## config.mk

```make
export PLATFORM = sky130hd
export DESIGN_NAME = char_lcd_shadow_refresh
export DESIGN_NICKNAME = d
export VERILOG_FILES = /design/src/hw/rtl/clsr_pkg.sv /design/src/hw/rtl/clsr_ram.sv /design/src/hw/rtl/clsr_seq.sv /design/src/hw/rtl/char_lcd_shadow_refresh.sv
export VERILOG_INCLUDE_DIRS = /design/src /design/src/hw/rtl
export SDC_FILE = /design/constraint.sdc
export NUM_CORES = 1
export LEC_CHECK = 0
export BUFFER_PORTS_ARGS = -buffer_cell sky130_fd_sc_hd__buf_2
export CAP_MARGIN = 0
export CORE_MARGIN = 2
export CORE_UTILIZATION = 59
export CTS_BUF_LIST = sky130_fd_sc_hd__clkbuf_4
export DETAILED_ROUTE_END_ITERATION = 6
export HOLD_SLACK_MARGIN = 0.03
export PLACE_DENSITY = 0.78
export SYNTH_ARGS = -nofsm -noshare
export SYNTH_HDL_FRONTEND = slang
export SYNTH_SLANG_ARGS = --single-unit
```

## constraint.sdc

```tcl
create_clock -name clk_i -period 4.6 [get_ports clk_i]
set_input_delay 0.69 -clock clk_i [delete_from_list [all_inputs] [get_ports clk_i]]
set_output_delay 0.69 -clock clk_i [all_outputs]
set_load 0.005 [all_outputs]
```

## src/hw/rtl/char_lcd_shadow_refresh_macros.svh

```systemverilog
// Assertion macros for the character LCD shadow refresh block.
`ifndef CHAR_LCD_SHADOW_REFRESH_MACROS_SVH
`define CHAR_LCD_SHADOW_REFRESH_MACROS_SVH

// Check a property on the rising clock edge, off while reset is asserted.
`define CLSR_ASSERT(lbl, clk, rst_n, prop, msg) \
  lbl: assert property (@(posedge clk) disable iff (!rst_n) prop) else $error(msg);

// Check a property on every rising clock edge, reset included.
`define CLSR_ASSERT_NR(lbl, clk, prop, msg) \
  lbl: assert property (@(posedge clk) prop) else $error(msg);

`endif

```

## src/hw/rtl/clsr_pkg.sv

```systemverilog
// Types and constants shared by the character LCD shadow refresh block.
`default_nettype none

package clsr_pkg;

  localparam logic [7:0] CHAR_SPACE      = 8'h20;
  localparam logic [7:0] LINE2_BASE      = 8'h40;
  localparam logic [7:0] DDRAM_CMD       = 8'h80;
  localparam logic [7:0] DDRAM_ADDR_MASK = 8'h7F;
  // Width of start column plus character index (covers 31 + 15).
  localparam int unsigned SUM_W = 6;

  typedef enum logic [1:0] {
    OP_WRITE   = 2'd0,
    OP_CLEAR   = 2'd1,
    OP_REFRESH = 2'd2
  } opcode_e;

  typedef enum logic [1:0] {
    KIND_CMD    = 2'd0,
    KIND_DATA   = 2'd1,
    KIND_STATUS = 2'd2
  } kind_e;

  typedef enum logic [1:0] {
    ST_OK      = 2'd0,
    ST_TRUNC   = 2'd1,
    ST_INVALID = 2'd2
  } status_e;

  typedef enum logic [3:0] {
    S_IDLE,
    S_CLEAR,
    S_SCAN_RD,
    S_SCAN_CMP,
    S_SELECT,
    S_CMD,
    S_DATA_RD,
    S_DATA_WR,
    S_STATUS
  } state_e;

  typedef struct packed {
    logic [1:0] opcode;
    logic       line_select;
    logic [4:0] start_pos;
    logic [3:0] char_index;
    logic [7:0] data_byte;
    logic       force_full;
  } in_item_t;

  typedef struct packed {
    logic [1:0] kind;
    logic [7:0] value;
    logic [1:0] status;
    logic       last;
  } out_item_t;

  // Memory strobes from the sequencer; both stores share one address.
  typedef struct packed {
    logic pend_we;
    logic shown_we;
    logic rd_en;
  } mem_ctrl_t;

endpackage

`default_nettype wire

```

## src/hw/rtl/clsr_ram.sv

```systemverilog
// Generic single write port, single read port RAM with registered read data.
`default_nettype none

module clsr_ram #(
  parameter int unsigned Width = 8,
  parameter int unsigned Depth = 32,
  localparam int unsigned AddrW = $clog2(Depth)
) (
  input  wire logic             clk_i,
  input  wire logic             we_i,
  input  wire logic [AddrW-1:0] waddr_i,
  input  wire logic [Width-1:0] wdata_i,
  input  wire logic             re_i,
  input  wire logic [AddrW-1:0] raddr_i,
  output      logic [Width-1:0] rdata_o
);

  logic [Width-1:0] mem_q [Depth];
  logic [Width-1:0] rdata_q;

  always_ff @(posedge clk_i) begin
    if (we_i) begin
      mem_q[waddr_i] <= wdata_i;
    end
    if (re_i) begin
      rdata_q <= mem_q[raddr_i];
    end
  end

  assign rdata_o = rdata_q;

endmodule

`default_nettype wire

```

## src/hw/rtl/clsr_seq.sv

```systemverilog
// Sequencer with the shared column counter and byte compare unit.
`default_nettype none

module clsr_seq #(
  parameter int unsigned LineLength = 16,
  localparam int unsigned Depth = 2 * LineLength,
  localparam int unsigned AddrW = $clog2(Depth),
  localparam int unsigned ColW  = $clog2(LineLength)
) (
  input  wire logic                 clk_i,
  input  wire logic                 rst_ni,
  input  wire logic                 in_valid_i,
  output      logic                 in_ready_o,
  input  wire clsr_pkg::in_item_t   in_item_i,
  input  wire logic                 cfg_we_i,
  input  wire logic                 cfg_data_i,
  output      clsr_pkg::mem_ctrl_t  mem_o,
  output      logic [AddrW-1:0]     addr_o,
  output      logic [7:0]           wdata_o,
  input  wire logic [7:0]           pend_byte_i,
  input  wire logic [7:0]           shown_byte_i,
  input  wire logic                 out_free_i,
  output      logic                 out_push_o,
  output      clsr_pkg::out_item_t  out_item_o
);

  localparam logic [ColW-1:0]  ColLast = ColW'(LineLength - 1);
  localparam logic [AddrW-1:0] Line2Off = AddrW'(LineLength);

  clsr_pkg::state_e  state_q, state_d;
  clsr_pkg::status_e status_q, status_d;
  logic              line_q, line_d;
  logic [ColW-1:0]   col_q, col_d;
  logic [1:0]        need_q, need_d;
  logic [ColW-1:0]   start_q [2];
  logic [ColW-1:0]   start_d [2];
  logic              force_q, force_d;
  logic              force2_q, force2_d;
  logic              managed_q, managed_d;
  logic              was_q, was_d;

  logic                        line_done;
  logic                        line_forced;
  logic                        col_end;
  logic [AddrW-1:0]            line_off;
  logic [clsr_pkg::SUM_W-1:0]  wr_pos;
  logic [clsr_pkg::SUM_W-1:0]  wr_sum;
  logic                        wr_invalid;
  logic                        wr_trunc;
  logic [AddrW-1:0]            wr_addr;
  logic [7:0]                  cmd_byte;

  assign line_off    = line_q ? Line2Off : '0;
  assign line_forced = line_q ? force2_q : force_q;
  assign col_end     = (col_q == ColLast);

  assign wr_pos     = clsr_pkg::SUM_W'(in_item_i.start_pos);
  assign wr_sum     = wr_pos + clsr_pkg::SUM_W'(in_item_i.char_index);
  assign wr_invalid = (wr_pos >= clsr_pkg::SUM_W'(LineLength)) ||
                      (in_item_i.line_select && !managed_q);
  assign wr_trunc   = (wr_sum >= clsr_pkg::SUM_W'(LineLength));
  assign wr_addr    = (in_item_i.line_select ? Line2Off : '0) + AddrW'(wr_sum);

  assign cmd_byte = clsr_pkg::DDRAM_CMD |
                    (((line_q ? clsr_pkg::LINE2_BASE : 8'h00) + 8'(col_q)) &
                     clsr_pkg::DDRAM_ADDR_MASK);

  always_comb begin
    state_d    = state_q;
    status_d   = status_q;
    line_d     = line_q;
    col_d      = col_q;
    need_d     = need_q;
    start_d    = start_q;
    force_d    = force_q;
    force2_d   = force2_q;
    managed_d  = managed_q;
    was_d      = was_q;
    line_done  = 1'b0;
    in_ready_o = 1'b0;
    mem_o      = '0;
    addr_o     = line_off + AddrW'(col_q);
    wdata_o    = pend_byte_i;
    out_push_o = 1'b0;
    out_item_o = '0;

    case (state_q)
      clsr_pkg::S_IDLE: begin
        in_ready_o = 1'b1;
        if (in_valid_i) begin
          line_d = in_item_i.line_select;
          col_d  = '0;
          need_d = '0;
          case (in_item_i.opcode)
            clsr_pkg::OP_WRITE: begin
              state_d = clsr_pkg::S_STATUS;
              if (wr_invalid) begin
                status_d = clsr_pkg::ST_INVALID;
              end else if (wr_trunc) begin
                status_d = clsr_pkg::ST_TRUNC;
              end else begin
                status_d      = clsr_pkg::ST_OK;
                mem_o.pend_we = 1'b1;
                addr_o        = wr_addr;
                wdata_o       = in_item_i.data_byte;
              end
            end
            clsr_pkg::OP_CLEAR: begin
              status_d = clsr_pkg::ST_OK;
              state_d  = clsr_pkg::S_CLEAR;
            end
            clsr_pkg::OP_REFRESH: begin
              line_d   = 1'b0;
              status_d = clsr_pkg::ST_OK;
              force_d  = in_item_i.force_full;
              if (managed_q && !was_q) begin
                force2_d = 1'b1;
                was_d    = 1'b1;
              end else begin
                force2_d = in_item_i.force_full;
              end
              state_d = clsr_pkg::S_SCAN_RD;
            end
            default: begin
              status_d = clsr_pkg::ST_INVALID;
              state_d  = clsr_pkg::S_STATUS;
            end
          endcase
        end
      end

      clsr_pkg::S_CLEAR: begin
        mem_o.pend_we = 1'b1;
        wdata_o       = clsr_pkg::CHAR_SPACE;
        if (col_end) begin
          state_d = clsr_pkg::S_STATUS;
        end else begin
          col_d = col_q + 1'b1;
        end
      end

      clsr_pkg::S_SCAN_RD: begin
        if (line_forced) begin
          need_d[line_q]  = 1'b1;
          start_d[line_q] = '0;
          line_done       = 1'b1;
        end else begin
          mem_o.rd_en = 1'b1;
          state_d     = clsr_pkg::S_SCAN_CMP;
        end
      end

      clsr_pkg::S_SCAN_CMP: begin
        if (pend_byte_i != shown_byte_i) begin
          need_d[line_q]  = 1'b1;
          start_d[line_q] = col_q;
          line_done       = 1'b1;
        end else if (col_end) begin
          line_done = 1'b1;
        end else begin
          col_d   = col_q + 1'b1;
          state_d = clsr_pkg::S_SCAN_RD;
        end
      end

      clsr_pkg::S_SELECT: begin
        if (need_q[0]) begin
          line_d    = 1'b0;
          col_d     = start_q[0];
          need_d[0] = 1'b0;
          state_d   = clsr_pkg::S_CMD;
        end else if (need_q[1]) begin
          line_d    = 1'b1;
          col_d     = start_q[1];
          need_d[1] = 1'b0;
          state_d   = clsr_pkg::S_CMD;
        end else begin
          state_d = clsr_pkg::S_STATUS;
        end
      end

      clsr_pkg::S_CMD: begin
        if (out_free_i) begin
          out_push_o       = 1'b1;
          out_item_o.kind  = clsr_pkg::KIND_CMD;
          out_item_o.value = cmd_byte;
          state_d          = clsr_pkg::S_DATA_RD;
        end
      end

      clsr_pkg::S_DATA_RD: begin
        mem_o.rd_en = 1'b1;
        state_d     = clsr_pkg::S_DATA_WR;
      end

      clsr_pkg::S_DATA_WR: begin
        if (out_free_i) begin
          out_push_o       = 1'b1;
          out_item_o.kind  = clsr_pkg::KIND_DATA;
          out_item_o.value = pend_byte_i;
          out_item_o.last  = col_end && (line_q || !need_q[1]);
          mem_o.shown_we   = 1'b1;
          if (col_end) begin
            state_d = (!line_q && need_q[1]) ? clsr_pkg::S_SELECT : clsr_pkg::S_IDLE;
          end else begin
            col_d   = col_q + 1'b1;
            state_d = clsr_pkg::S_DATA_RD;
          end
        end
      end

      clsr_pkg::S_STATUS: begin
        if (out_free_i) begin
          out_push_o        = 1'b1;
          out_item_o.kind   = clsr_pkg::KIND_STATUS;
          out_item_o.status = status_q;
          out_item_o.last   = 1'b1;
          state_d           = clsr_pkg::S_IDLE;
        end
      end

      default: begin
        state_d = clsr_pkg::S_IDLE;
      end
    endcase

    // Move from the first line's scan to the second, or on to sending.
    if (line_done) begin
      col_d = '0;
      if (!line_q && managed_q) begin
        line_d  = 1'b1;
        state_d = clsr_pkg::S_SCAN_RD;
      end else begin
        state_d = clsr_pkg::S_SELECT;
      end
    end

    if (cfg_we_i) begin
      managed_d = cfg_data_i;
      if (!cfg_data_i) begin
        was_d = 1'b0;
      end
    end
  end

  always_ff @(posedge clk_i or negedge rst_ni) begin
    if (!rst_ni) begin
      state_q   <= clsr_pkg::S_IDLE;
      status_q  <= clsr_pkg::ST_OK;
      line_q    <= 1'b0;
      col_q     <= '0;
      need_q    <= '0;
      force_q   <= 1'b0;
      force2_q  <= 1'b0;
      managed_q <= 1'b0;
      was_q     <= 1'b0;
    end else begin
      state_q   <= state_d;
      status_q  <= status_d;
      line_q    <= line_d;
      col_q     <= col_d;
      need_q    <= need_d;
      force_q   <= force_d;
      force2_q  <= force2_d;
      managed_q <= managed_d;
      was_q     <= was_d;
    end
  end

  always_ff @(posedge clk_i) begin
    start_q <= start_d;
  end

endmodule

`default_nettype wire

```

## src/hw/rtl/char_lcd_shadow_refresh.sv

```systemverilog
// Top level of the two-line character LCD front end with shadow refresh.
//
// Keeps a pending buffer and a shown copy of both display lines and turns
// write, clear and refresh requests into LCD command and data bytes. Each
// request is taken on in_valid_i/in_ready_o and runs to completion before the
// next is accepted; its results leave through a one-deep output register, so
// the last result of one request may still wait while the next is accepted.
// A refresh scans each line column by column up to its first changed column,
// one RAM read and then one compare in the shared unit per column, and
// skips the scan of a forced line; for each line to send it then picks the
// line, sends the address command and sends each data byte with a read,
// then a send and copy. The single read port of each buffer sets this pace,
// and a stalled output holds it. Both buffers live in RAM; valid bits,
// cleared at reset, make any unwritten entry read as a space, so no
// clearing pass is needed after reset. The line2_managed register is written
// on cfg_valid_i/cfg_ready_o; the host must write it only while no request is
// in flight, and the block itself does not enforce this. Writing 0 also
// re-arms the full redraw of line 2 on the next managed refresh.
`default_nettype none

`include "char_lcd_shadow_refresh_macros.svh"

module char_lcd_shadow_refresh #(
  parameter int unsigned LineLength = 16
) (
  input  wire logic                clk_i,
  input  wire logic                rst_ni,
  input  wire logic                in_valid_i,
  output      logic                in_ready_o,
  input  wire clsr_pkg::in_item_t  in_item_i,
  output      logic                out_valid_o,
  input  wire logic                out_ready_i,
  output      clsr_pkg::out_item_t out_item_o,
  input  wire logic                cfg_valid_i,
  output      logic                cfg_ready_o,
  input  wire logic                cfg_data_i
);

  localparam int unsigned Depth = 2 * LineLength;
  localparam int unsigned AddrW = $clog2(Depth);

  clsr_pkg::mem_ctrl_t mem;
  logic [AddrW-1:0]    addr;
  logic [7:0]          wdata;
  logic [7:0]          pend_rdata;
  logic [7:0]          shown_rdata;
  logic [7:0]          pend_byte;
  logic [7:0]          shown_byte;
  logic                out_free;
  logic                out_push;
  clsr_pkg::out_item_t out_item;

  // Valid bits per buffer entry: an entry never written reads as a space.
  logic [Depth-1:0]    pend_vld_q;
  logic [Depth-1:0]    shown_vld_q;
  logic                pend_rvld_q;
  logic                shown_rvld_q;

  logic                out_vld_q;
  clsr_pkg::out_item_t out_item_q;

  // Always take register writes; the host must write only while idle, as the block does not enforce it.
  assign cfg_ready_o = 1'b1;

  clsr_seq #(
    .LineLength (LineLength)
  ) u_seq (
    .clk_i        (clk_i),
    .rst_ni       (rst_ni),
    .in_valid_i   (in_valid_i),
    .in_ready_o   (in_ready_o),
    .in_item_i    (in_item_i),
    .cfg_we_i     (cfg_valid_i && cfg_ready_o),
    .cfg_data_i   (cfg_data_i),
    .mem_o        (mem),
    .addr_o       (addr),
    .wdata_o      (wdata),
    .pend_byte_i  (pend_byte),
    .shown_byte_i (shown_byte),
    .out_free_i   (out_free),
    .out_push_o   (out_push),
    .out_item_o   (out_item)
  );

  // Pending buffer: written by write and clear requests, read for refresh.
  clsr_ram #(
    .Width (8),
    .Depth (Depth)
  ) u_pend_ram (
    .clk_i   (clk_i),
    .we_i    (mem.pend_we),
    .waddr_i (addr),
    .wdata_i (wdata),
    .re_i    (mem.rd_en),
    .raddr_i (addr),
    .rdata_o (pend_rdata)
  );

  // Shown copy: mirrors what has been sent to the display.
  clsr_ram #(
    .Width (8),
    .Depth (Depth)
  ) u_shown_ram (
    .clk_i   (clk_i),
    .we_i    (mem.shown_we),
    .waddr_i (addr),
    .wdata_i (wdata),
    .re_i    (mem.rd_en),
    .raddr_i (addr),
    .rdata_o (shown_rdata)
  );

  // Mark entries valid on write; capture the valid bit alongside the read.
  always_ff @(posedge clk_i or negedge rst_ni) begin
    if (!rst_ni) begin
      pend_vld_q   <= '0;
      shown_vld_q  <= '0;
      pend_rvld_q  <= 1'b0;
      shown_rvld_q <= 1'b0;
    end else begin
      if (mem.pend_we) begin
        pend_vld_q[addr] <= 1'b1;
      end
      if (mem.shown_we) begin
        shown_vld_q[addr] <= 1'b1;
      end
      if (mem.rd_en) begin
        pend_rvld_q  <= pend_vld_q[addr];
        shown_rvld_q <= shown_vld_q[addr];
      end
    end
  end

  assign pend_byte  = pend_rvld_q  ? pend_rdata  : clsr_pkg::CHAR_SPACE;
  assign shown_byte = shown_rvld_q ? shown_rdata : clsr_pkg::CHAR_SPACE;

  // Output register: hold a result until taken, refill in the same cycle.
  assign out_free = !out_vld_q || out_ready_i;

  always_ff @(posedge clk_i or negedge rst_ni) begin
    if (!rst_ni) begin
      out_vld_q <= 1'b0;
    end else if (out_push) begin
      out_vld_q <= 1'b1;
    end else if (out_ready_i) begin
      out_vld_q <= 1'b0;
    end
  end

  always_ff @(posedge clk_i) begin
    if (out_push) begin
      out_item_q <= out_item;
    end
  end

  assign out_valid_o = out_vld_q;
  assign out_item_o  = out_item_q;

  `CLSR_ASSERT(a_busy_after_accept, clk_i, rst_ni, (in_valid_i && in_ready_o) |=> !in_ready_o, "request accepted but sequencer still ready")
  `CLSR_ASSERT_NR(a_push_has_room, clk_i, out_push |-> (!out_vld_q || out_ready_i), "result pushed over a waiting result")
  `CLSR_ASSERT(a_idle_after_last, clk_i, rst_ni, $rose(in_ready_o) |-> $past(out_push && out_item.last), "sequencer idle without a final result")

endmodule

`default_nettype wire

```

**Word level (Yosys, flattened, before mapping)**

Memories as Yosys holds them, arrays and structs flattened. A register that Yosys moved wholly into a read port is not among the register bits.
Cells that the tools add are included.

- Equal/unequal tests: 25
- Reduce and logical (&&, ||, !) cells: 32
- Multiplexer cells: 105
- Magnitude comparators: 8
- Bitwise logic cells: 6
- Add/subtract/negate cells: 5

Operator list:

| kind | number |
|---|---|
| $mux 4 | 20 |
| $mux 8 | 9 |
| $or 32x32->32 | 2 |
| $pmux 8 s2 | 3 |
| $mux 1 | 40 |
| $pmux 4 s9 | 1 |
| $mux 5 | 7 |
| $ne 3x2->1 const B | 7 |
| $pmux 4 s5 | 1 |
| $eq 4x3->1 const B | 4 |
| $bmux 1 s5 | 2 |
| $mux 2 | 5 |
| $pmux 1 s2 | 5 |
| $reduce_and 5->1 | 2 |
| $mux 9 | 1 |
| $and 8x8->8 | 1 |
| $bwmux 8 | 1 |
| $eq 4x2->1 const B | 2 |
| $eq 4x4->1 const B | 2 |
| $logic_and 1x1->1 | 8 |
| $ne 8x8->1 | 1 |
| $not 8->8 | 1 |
| $pmux 2 s4 | 1 |
| $pmux 4 s2 | 1 |
| other kinds (42) | 54 |

- Output and inout port bits: 16
- Bits in registers: 105
- Logic and storage cells: 204
- Memories kept: 2
- Bits in writable memories: 512

Memories:

| memory | words | bits a word | read ports | clocked after Yosys merged registers in | write ports | line | RTL |
|---|---|---|---|---|---|---|---|
| u_pend_ram.mem_q | 32 | 8 | 1 | 1 | 1 | clsr_ram.sv:18 | `logic [Width-1:0] mem_q [Depth];` |
| u_shown_ram.mem_q | 32 | 8 | 1 | 1 | 1 | clsr_ram.sv:18 |  |

**Longest topological paths before layout**

Gate-level depths: netlist of the first run.

- Word-level depth: 12
- Gate-level depth with buffers: 15

**By module**

From an unflattened synthesis of the first run, not the netlist that was laid out.

- Cells, all modules: 1369
- Area, all modules: 26102.5 sq um

By module, submodules not included:

| module | area an instance (sq um) | instances | cells each |
|---|---|---|---|
| clsr_ram | 10133.5 | 2 | 417 |
| char_lcd_shadow_refresh | 3414.5 | 1 | 246 |
| clsr_seq | 2421.1 | 1 | 289 |

**Worst setup path after synthesis of the first run**

No wires, ideal clock.

- Path kind: input to register
- From: in in_item_i[9] (netlist name)
- To: mem u_pend_ram.mem_q[0][5] (data pin)
- Library setup time: 0.702 ns
- Buffers on the path: 0
- Data arrival time: 4.347 ns
- Stages: 8
- Setup slack: -0.449 ns
- Path through: ha_1 > inv_1 > fa_1 > nor2b_1 > o21ai_1 > a31oi_1 > nor4_1 > o21ai_0

- Cells in the longest elaborated chain, start to end: 7

Ends and longest elaborated chain:

| what | line | RTL |
|---|---|---|
| start: declaration | char_lcd_shadow_refresh.sv:30 | `input wire clsr_pkg::in_item_t in_item_i,` |
| $add 5x4->6 | clsr_seq.sv:58 | `assign wr_sum = wr_pos + clsr_pkg::SUM_W'(in_item_i.char_index);` |
| $ge 6x5->1 | clsr_seq.sv:61 | `assign wr_trunc = (wr_sum >= clsr_pkg::SUM_W'(LineLength));` |
| $mux 8 | clsr_seq.sv:99 | `end else if (wr_trunc) begin` |
| $mux 8 | clsr_seq.sv:97 | `if (wr_invalid) begin` |
| $mux 8 | clsr_seq.sv:94 | `case (in_item_i.opcode)` |
| $mux 8 | clsr_seq.sv:90 | `if (in_valid_i) begin` |
| $pmux 8 s2 | clsr_seq.sv:87 | `case (state_q)` |
| named net u_pend_ram.wdata_i[5] | clsr_ram.sv:12 | `input wire logic [Width-1:0] wdata_i,` |
| end: declaration | clsr_ram.sv:18 |  |

The timed path passes the listed nets, and every way through them passes these cells.

**Worst setup path after layout of the first run**

- From: reg u_seq.state_q[3]
- To: reg u_pend_ram.rdata_q[2], in the netlist u_pend_ram.rdata_o[2], read port of u_pend_ram.mem_q (data pin)

- Cells in the longest elaborated chain, start to end: 2

Ends and longest elaborated chain:

| what | line | RTL |
|---|---|---|
| start: declaration | clsr_seq.sv:30 | `clsr_pkg::state_e state_q, state_d;` |
| start signal: assignment | clsr_seq.sv:248 | `state_q <= clsr_pkg::S_IDLE;` |
| start signal: assignment | clsr_seq.sv:258 | `state_q <= state_d;` |
| $eq 4x3->1 (tied with other cells) | clsr_seq.sv:87 |  |
| $pmux 1 s2 / $mux 5 (equally long branches) | clsr_seq.sv:87 |  |
| end: declaration | clsr_ram.sv:19 | `logic [Width-1:0] rdata_q;` |

Parallel ways exist; a longest one is shown, timed or not.
A chain may end at the register's enable or synchronous reset.

==> flow_results.org, run 1 <==
** Worst setup path
- On the worst path, the slowest cell contributes a delay of 0.45 ns.
- In this design, the critical path's most frequently occurring cell is buf_4.
- Kind of critical path :: reg -> reg
- STA classifies the critical path endpoint as a flip-flop.
- Crit path buf inv count :: 3
- For the worst setup path, the data required time is 5.28 ns.
- STA puts the critical path data arrival time at 4.27 ns.
- Setup slack on the worst reg-to-reg path comes out at 1.01 ns.
- Cell-by-cell trace of the critical path :: buf_4 > nor4_4 > and2_4 > and3_1 > buf_4 > o21a_4 > buf_4 > mux2i_1 > mux2i_1 > a32oi_1 > nand4_1
- The cell family contributing the most delay on the critical path is simple AND/OR/NAND/NOR gates.
- The worst setup path is launched from a flip-flop.
- Slowest-stage cell, CP :: a32oi_1
- In this run the worst path has a maximum fanout of 22.

** Placement
- In this run the tool buffered the top-level ports with 41 buffer cells.
- Placed Cells incl. Taps :: 2510
- Half-perimeter wire length of the detailed placement result :: 41.6 mm
- OpenSTA, run right after detailed placement, puts the worst setup slack at 0.331 ns.
- Last weighted congestion value of the routability-driven placer :: 0.907

** Outcome
- The flow ran to the end, and the final reports show no timing, DRC or antenna violations.

** Finish
- Filler cell count in the final layout :: 3070
- The top cell types in the final layout, fill and taps aside, are edfxtp_1, nand2_1, clkbuf_4.
- After the last flow step, the layout net total stands at 2121.
- In the final layout, flip-flops and latches occupy 18600 µm².
- At the end of the flow the core is filled with cells to 67.6%.
- The post-route netlist has 23.0% of its cells at a drive strength greater than 1.
- The library cell used most frequently in the layout, excluding fill and tap cells, is edfxtp_1.
- Count of placed standard cells in the final layout, fillers left out :: 2803
- The multi-input combinational cells in the finished layout cover a total of 7120 µm².
- The area growth from synthesis to layout is 13.4%.

** Power
- The share of total power dissipated in combinational logic is 33.1%.
- Net Sw Power :: 0.00687 W
- Net switching is 36.2% of the power.
- For this design the ratio of total power to cell area is 636 nW/µm².
- Summed over all cells, the static leakage comes to 11.5 nW.
- Clock network fraction of design power :: 25.2%
- Part of the power in registers :: 41.7%
- IR analysis of the VDD net gives a maximum drop of 0.482 mV.
- Internal :: 0.0121 W

** Routing
- For this run, the detailed router's first-pass iteration total came to 6.
- Avg WL per Cell :: 24.0 µm
- Via count :: 17400
- Routed met2 length :: 30.6 mm
- Summed over all nets, wire length on met3 after detailed routing comes to 7.34 mm.
- For this block, wires on met1 add up to 26.2 mm.
- Violation count after the first detailed-route iteration :: 2405
- Via-per-instance ratio :: 6.22
- Highest Signal Layer :: met4
- Number of routed nets with antenna violations :: 0
- Number of remaining DRC errors :: 0
- Wires add up to 67.2 mm.

** Floorplan
- In this run the core area contains 77 standard-cell rows.
- Die outline area :: 46300 µm²
- From bottom edge to top edge, the die measures 215 µm.
- Num ports :: 43
- In this run the horizontal extent of the chip is 215 µm.
- Initial Util :: 59.6%
- Core Area :: 44100 µm²

** Logic synthesis
- In the synthesized netlist the dominant register cell turns out to be edfxtp_1.
- Sequential cells were found to cover 70.7% of the synthesized design area.
- Count of flip-flops with a built-in enable after synthesis :: 549
- Asr flop ratio synth :: 13.3%
- During synthesis, Yosys emitted a total of 0 warnings.
- The mapped netlist covers 26300 µm².
- Number of register bits inferred by synthesis :: 633
- Gate count of the mapped netlist :: 1877
- Number of distinct library cells after synthesis :: 63
- Synthesized area per cell :: 14.0 µm²
- The number of nets handed over by synthesis was 1915.

** STA
- Setup repair after global routing left no endpoint under its margin.
- Shortest period the worst path allows :: 3.59 ns
- Hold WS :: 0.163 ns
- For this run, the top clock speed supported by timing is 279 MHz.
- Post-route setup TNS :: 0 ns
- Period Utilization, post-route :: 78.1%
- In this run the tightest slew margin relative to its limit is 16.0%.
- Actual slew at the worst max-slew pin :: 1.26 ns
- The number of max-slew violations in the final report is 0.
- Max Clock Skew :: 0.0726 ns
- Number of hold violations in the final report :: 0
- Setup violations remaining at the end of the flow were counted as 0.
- Least setup slack across all paths after layout :: 1.01 ns

** Clock network
- Maximum level of the CTS H-tree :: 4
- Clock transition at the registers of the reported paths :: 0.06 ns
- TritonCTS clock tree :: built
- Counting every sink on the clock net gives 633.
- The later pin in the worst-skew pair is clocked with a latency of 0.99 ns.
- CTS resizes :: 0
- Inserted Clock Buffers :: 156
- The root buffer cell chosen for the clock tree is clkbuf_4.
- Counting along the longest clock path gives a buffer depth of 3.

** Global route
- Vias in the first global route :: 17200
- The number of antenna violations at the first check in global routing is 1.
- The total overflow left after global routing is 0.
- Combined global-route utilization of all metal layers :: 29.5%
- The first global-routing pass estimated 102 mm of wire.
- Entering global routing, the biggest net connects 65 pins.

** Worst hold path
- In this run the worst hold path is classified as in -> reg.

** Run
- Max-cap violations in this run came to 0.
kinds of logic (layout without fill, tap and decap cells):
logic type               after synthesis  count (layout)  share of synthesized area (%)
AO/OA/AOI/OAI                        200             200                           5.72
XOR/XNOR                               8               8                          0.266
adder cells (fa/ha/maj)               11              11                          0.552
buffers and inverters                132             463                           2.53
flip-flops                           633             633                           70.7
multiplexers                         229             229                           8.73
other                                  1               4                         0.0143
AND/OR/NAND/NOR                      663             663                           11.5
sequential cells by signal, summed over array words and instances, names as in the netlist:
register and cells:
shown_rvld_q 1, u_seq.force_q 1, u_shown_ram.mem_q 256, u_seq.col_q 4, u_seq.need_q 2, pend_rvld_q 1
out_valid_o 1, u_shown_ram.rdata_o 8, u_seq.managed_q 1, shown_vld_q 32, pend_vld_q 32, u_pend_ram.rdata_o 8
u_seq.state_q 4, u_seq.force2_q 1, u_seq.status_q 2, out_item_o 13, u_seq.was_q 1, u_pend_ram.mem_q 256
u_seq.start_q 8, u_seq.line_q 1
power groups by stage:
stage          Combinational, W  Clock, W  Sequential [W]
5_1_grt                 0.00665   0.00516         0.00795
6_report                0.00628   0.00478         0.00793
3_5_place_dp            0.00612         0         0.00802
2_1_floorplan           0.00400         0         0.00789
4_1_cts                 0.00616   0.00487         0.00790
3_3_place_gp            0.00596         0         0.00800
through the flow:
stage / total power (W) / instance area [µm²]
floorplan: 0.0119 / 26300
global placement: 0.0140 / 27700
detailed placement: 0.0141 / 27700
CTS: 0.0189 / 29800
global route: 0.0198 / 29800
finish: 0.0190 / 29800
repair_timing:
item,CTS,global route
buffers inserted,0,0
endpoints found under the hold margin,56,0
hold buffers,7,0
final timing paths:
path,start,end,depth (start not counted)
worst max-delay path,u_seq.state_q[3],u_pend_ram.rdata_o[2],11
min in group asynchronous,rst_ni,pend_vld_q[17],2
max in group asynchronous,rst_ni,pend_vld_q[7],3
worst min-delay path,out_ready_i,out_valid_o,3
worst max register to register,u_seq.state_q[3],u_pend_ram.rdata_o[2],11
worst min register to register,shown_vld_q[28],shown_vld_q[28],1
worst register-to-register path: stages (launching register included):
cell and delay, ns:
dfrtp_1 0.37, buf_4 0.20, nor4_4 0.25, and2_4 0.24
and3_1 0.27, buf_4 0.22, o21a_4 0.38, buf_4 0.42
mux2i_1 0.24, mux2i_1 0.11, a32oi_1 0.45, nand4_1 0.15
synth_stat cells (all sizes together) (2+ instances only):
cell type  instances  area, µm²
a22o              18        158
o22a               2       17.5
nand2            294       1100
o221a              2       22.5
o22ai             10       62.6
a41oi              2       17.5
a32oi             65        569
o31ai              3       22.5
edfxtp           549      16500
o21ai             30        150
a21oi             17       85.1
nor2              92        345
o21a               2       15.0
mux2i            225       2250
a31oi             15       93.8
nand4             19        119
buf               76        453
a211oi             2       15.0
or2               64        400
clkbuf            36        136
xor2               2       17.5
nand2b             6       37.5
nor4               6       52.6
inv               19       71.3
a31o               7       61.3
a21bo              2       20.0
and2               6       40.0
o31a               2       17.5
nand3            146        731
nor4b              4       35.0
nor2b              5       31.3
o32ai              5       43.8
a22oi              2       15.0
and3               4       25.0
a2111oi            3       26.3
ha                10        125
mux2               4       45.0
nor4bb             3       30.0
a21o               3       22.5
dfrtp             84       2100
nor3              10       50.1
a221oi             3       26.3
xnor2              6       52.6
final cells by class:
cell class,count,share of cell area [%]
diodes,3,0.0252
clock buffers,243,6.11
clock inverters,40,0.834
inverters,20,0.252
multi-input cells,1112,23.9
flip-flops and latches,633,62.3
well taps,592,2.48
repair buffers,160,4.17
layer usage:
metal,GRT usage (%),vias to the layer above
met5,0,-
met4,15.1,0
met3,9.03,209
met2,43.9,1106
met1,39.6,8527
li1,-,7588
No activity file was read; power rests on OpenSTA's default activity.
==> run 2, diff against run 1 <==
CORE_UTILIZATION = 65   (was 59)
PLACE_DENSITY = 0.82   (was 0.78)
clock period = 3.4 ns   (was 4.6 ns; I/O delays follow)
==> run 2 against run 1 <==
- setup slack got worse by 0.90 ns
- count of clock-buffer cells in the layout rose by 1
- first-iteration DRC count decreased by 3.5%
- non-clock buffer count increased by 100
- sequential power is 35% higher
==> flow_results.org, run 2 (synthesized netlist as in run 1, its figures left out) <==
** Routing
- In the final routed layout, each cell accounts on average for 24.5 µm.
- Via count :: 18100
- For this run, design rule violations remaining after detail routing come to 0.
- Violation count after the first detailed-route iteration :: 2321
- The final layout contains routed wiring with a total length of 69.4 mm.
- Number of routed nets with antenna violations :: 0
- Using the TritonRoute via totals, the vias-per-cell ratio works out to 6.39.
- The first TritonRoute pass finished after 6 iterations.

** Worst hold path
- The worst hold path belongs to the class in -> reg.
- Min-delay src :: out_ready_i
- Capture endpoint of the worst hold path :: out_valid_o
- Hold Path Stages :: 3

** Worst setup path
- Crit path buf inv count :: 3
- Data arrival time of the worst path :: 4.02 ns
- Slowest-stage cell, CP :: nor4_1
- Launch point of the worst reg-to-reg path :: u_seq.state_q[3]
- STA classifies the critical path endpoint as a flip-flop.
- Required arrival time at the worst endpoint :: 4.13 ns
- Max stage delay on crit path :: 0.45 ns
- Cell-by-cell trace of the critical path :: nor4_4 > and2_4 > and3_1 > buf_4 > mux2i_4 > buf_12 > buf_12 > mux2i_1 > nor3_1 > nor4_1 > a41oi_1
- Kind of critical path :: reg -> reg
- STA classifies the critical path startpoint as a flip-flop.
- In this run the register-to-register setup slack is 0.11 ns.
- Worst-path fanout max :: 27
- Gate family responsible for the most delay along the worst path :: simple AND/OR/NAND/NOR gates
- Top cell by count, worst path :: buf_12
- Measured in cells, the most critical reg-to-reg path has a length of 11.
- The worst register-to-register path ends at pend_rvld_q.

** Power
- Peak supply drop :: 0.598 mV
- Total Power Consumption :: 0.0268 W
- Power density of the placed cells :: 870 nW/µm²
- In this run the static leakage power is 12.1 nW.

** STA
- Fmax :: 304 MHz
- Max Clock Skew :: 0.0673 ns
- The worst pin sits at a relative slew slack of 38.9%.
- The number of max-slew violations in the final report was 0.
- RSZ-0062 raised after global routing :: false
- The final critical path takes up 96.7% of the cycle.
- Shortest period the worst path allows :: 3.29 ns
- Setup violations remaining at the end of the flow were counted as 0.
- At the pin with the least slew margin, the transition time is 0.914 ns.
- Number of hold violations in the final report :: 0

** Global route
- Vias in the first global route :: 18200
- Wire length of the first global-routing pass :: 104 mm
- Number of antenna violations at the first check in global routing :: 2
- After global routing the overflow that remains totals 0.
- Combined global-route utilization of all metal layers :: 33.7%
- Entering global routing, the biggest net connects 65 pins.

** Floorplan
- Once the floorplan was initialized, standard cells occupied 66.1% of the core.
- Die span in x :: 205 µm
- Die outline area :: 42100 µm²
- Die span in y :: 205 µm
- In this run the core area contains 73 standard-cell rows.
- The core region is 39800 µm².
- Num ports :: 43

** Clock network
- The clock net in this run drives a total of 633 sinks.
- Maximum level of the CTS H-tree :: 4
- Clk_lat worst skew :: 0.90 ns
- TritonCTS clock tree :: built
- Clock transition at the registers of the reported paths :: 0.06 ns
- Inserted Clock Buffers :: 155
- Worst-case clock buffer depth :: 3
- The tree is rooted in a clkbuf_4.

** Finish
- The post-route netlist has 26.4% of its cells at a drive strength greater than 1.
- Compared with the post-synthesis result, the final layout area differs by 17.3%.
- In the final layout, the registers with the most flip-flops are u_pend_ram.mem_q: 256 flops, u_shown_ram.mem_q: 256 flops.
- After routing the design area is 30900 µm².
- Filler cell count in the final layout :: 2260
- For this run, the post-layout net count is 2220.
- Highest-count cells in the layout ignoring fill and taps :: edfxtp_1, nand2_1, clkbuf_4
- Leaving out fill and tap cells, the most frequent cell in the layout is edfxtp_1.
- At the end of the flow the core is filled with cells to 77.5%.

** Outcome
- The flow ran to the end, and the final reports show no timing, DRC or antenna violations.

** Placement
- During placement, the flow inserted port buffers numbering 41.
- The congestion estimate from routability-driven global placement came to 0.954.
- Half-perimeter wire length of the detailed placement result :: 43.2 mm
- Once placement finished, the instance area stood at 28600 µm².

** Run
- Max_cap viols :: 0
-- run 2: cell types whose count changed in the layout (fill, tap and decap cells not counted), moves of 2 or more --
cell	delta
clkinv_4	+4
clkinv_2	-5
a31oi_1	-2
inv_2	-3
dlygate4sd3_1	+2
bufinv_16	+2
buf_4	+79
buf_12	+18
a31oi_2	+2
-- run 2: per-layer routing --
layer  wire [µm]  track usage [%]  share of wire, %  vias up
li1            -                -                 -     7768
met1       24900             43.3                36     8844
met2       33400             53.3                48     1262
met3        7810             8.33                11      242
met4        3220             18.2               4.6        0
met5           0                0                 0        -
-- run 2: layout make-up --
type / count / area [µm²] / area share [%]
tap: 525 / 657 / 2.13
clock inverter: 37 / 304 / 0.985
multi-input combinational: 1112 / 7150 / 23.2
inverter: 20 / 75.1 / 0.243
timing repair buffer: 260 / 2240 / 7.27
sequential: 633 / 18600 / 60.2
clock buffer: 244 / 1830 / 5.94
antenna: 2 / 5.00 / 0.0162
-- run 2: report_power, final --
part | total [W] | internal [W] | switching, W | leakage [nW]
combinational | 0.00946 | 0.00339 | 0.00607 | 4.73
clock | 0.00666 | 0.00365 | 0.00301 | 1.26
sequential | 0.0107 | 0.0102 | 0.000490 | 6.12
-- run 2: how the worst max path moves through the flow --
stage	start	end	slack, ns	cells after the start
floorplan	in_item_i[9]	u_pend_ram.mem_q[0][0]	0.15	10
global placement	in_item_i[9]	pend_rvld_q	-0.15	15
detailed placement	in_item_i[9]	shown_rvld_q	-0.23	13
CTS	u_seq.state_q[1]	shown_rvld_q	0.04	9
global route	u_seq.state_q[3]	u_pend_ram.rdata_o[3]	0.04	11
finish	u_seq.state_q[3]	pend_rvld_q	0.11	11
-- run 2: stage by stage --
stage	setup TNS (ns)	hold WS [ns]	setup WS, ns	cells
6_report	0	0.120	0.112	2833
5_1_grt	0	0.117	0.0428	2833
4_1_cts	0	0.0457	0.0372	2830
3_5_place_dp	-2.01	0.451	-0.225	2540
3_3_place_gp	-1.40	0.449	-0.152	2540
2_1_floorplan	0	0.214	0.151	1877
-- run 2: repair_timing --
item,in CTS,in global routing
hold buffers,9,0
setup endpoints to repair,0,9
setup buffers,0,1
gates resized for setup,0,4
hold endpoints to repair,53,0
-- run 2: worst register-to-register path: stages, from the launching register on --
cell	delay, ns
dfrtp_1	0.41
nor4_4	0.33
and2_4	0.22
and3_1	0.31
buf_4	0.21
mux2i_4	0.30
buf_12	0.24
buf_12	0.24
mux2i_1	0.22
nor3_1	0.07
nor4_1	0.45
a41oi_1	0.17
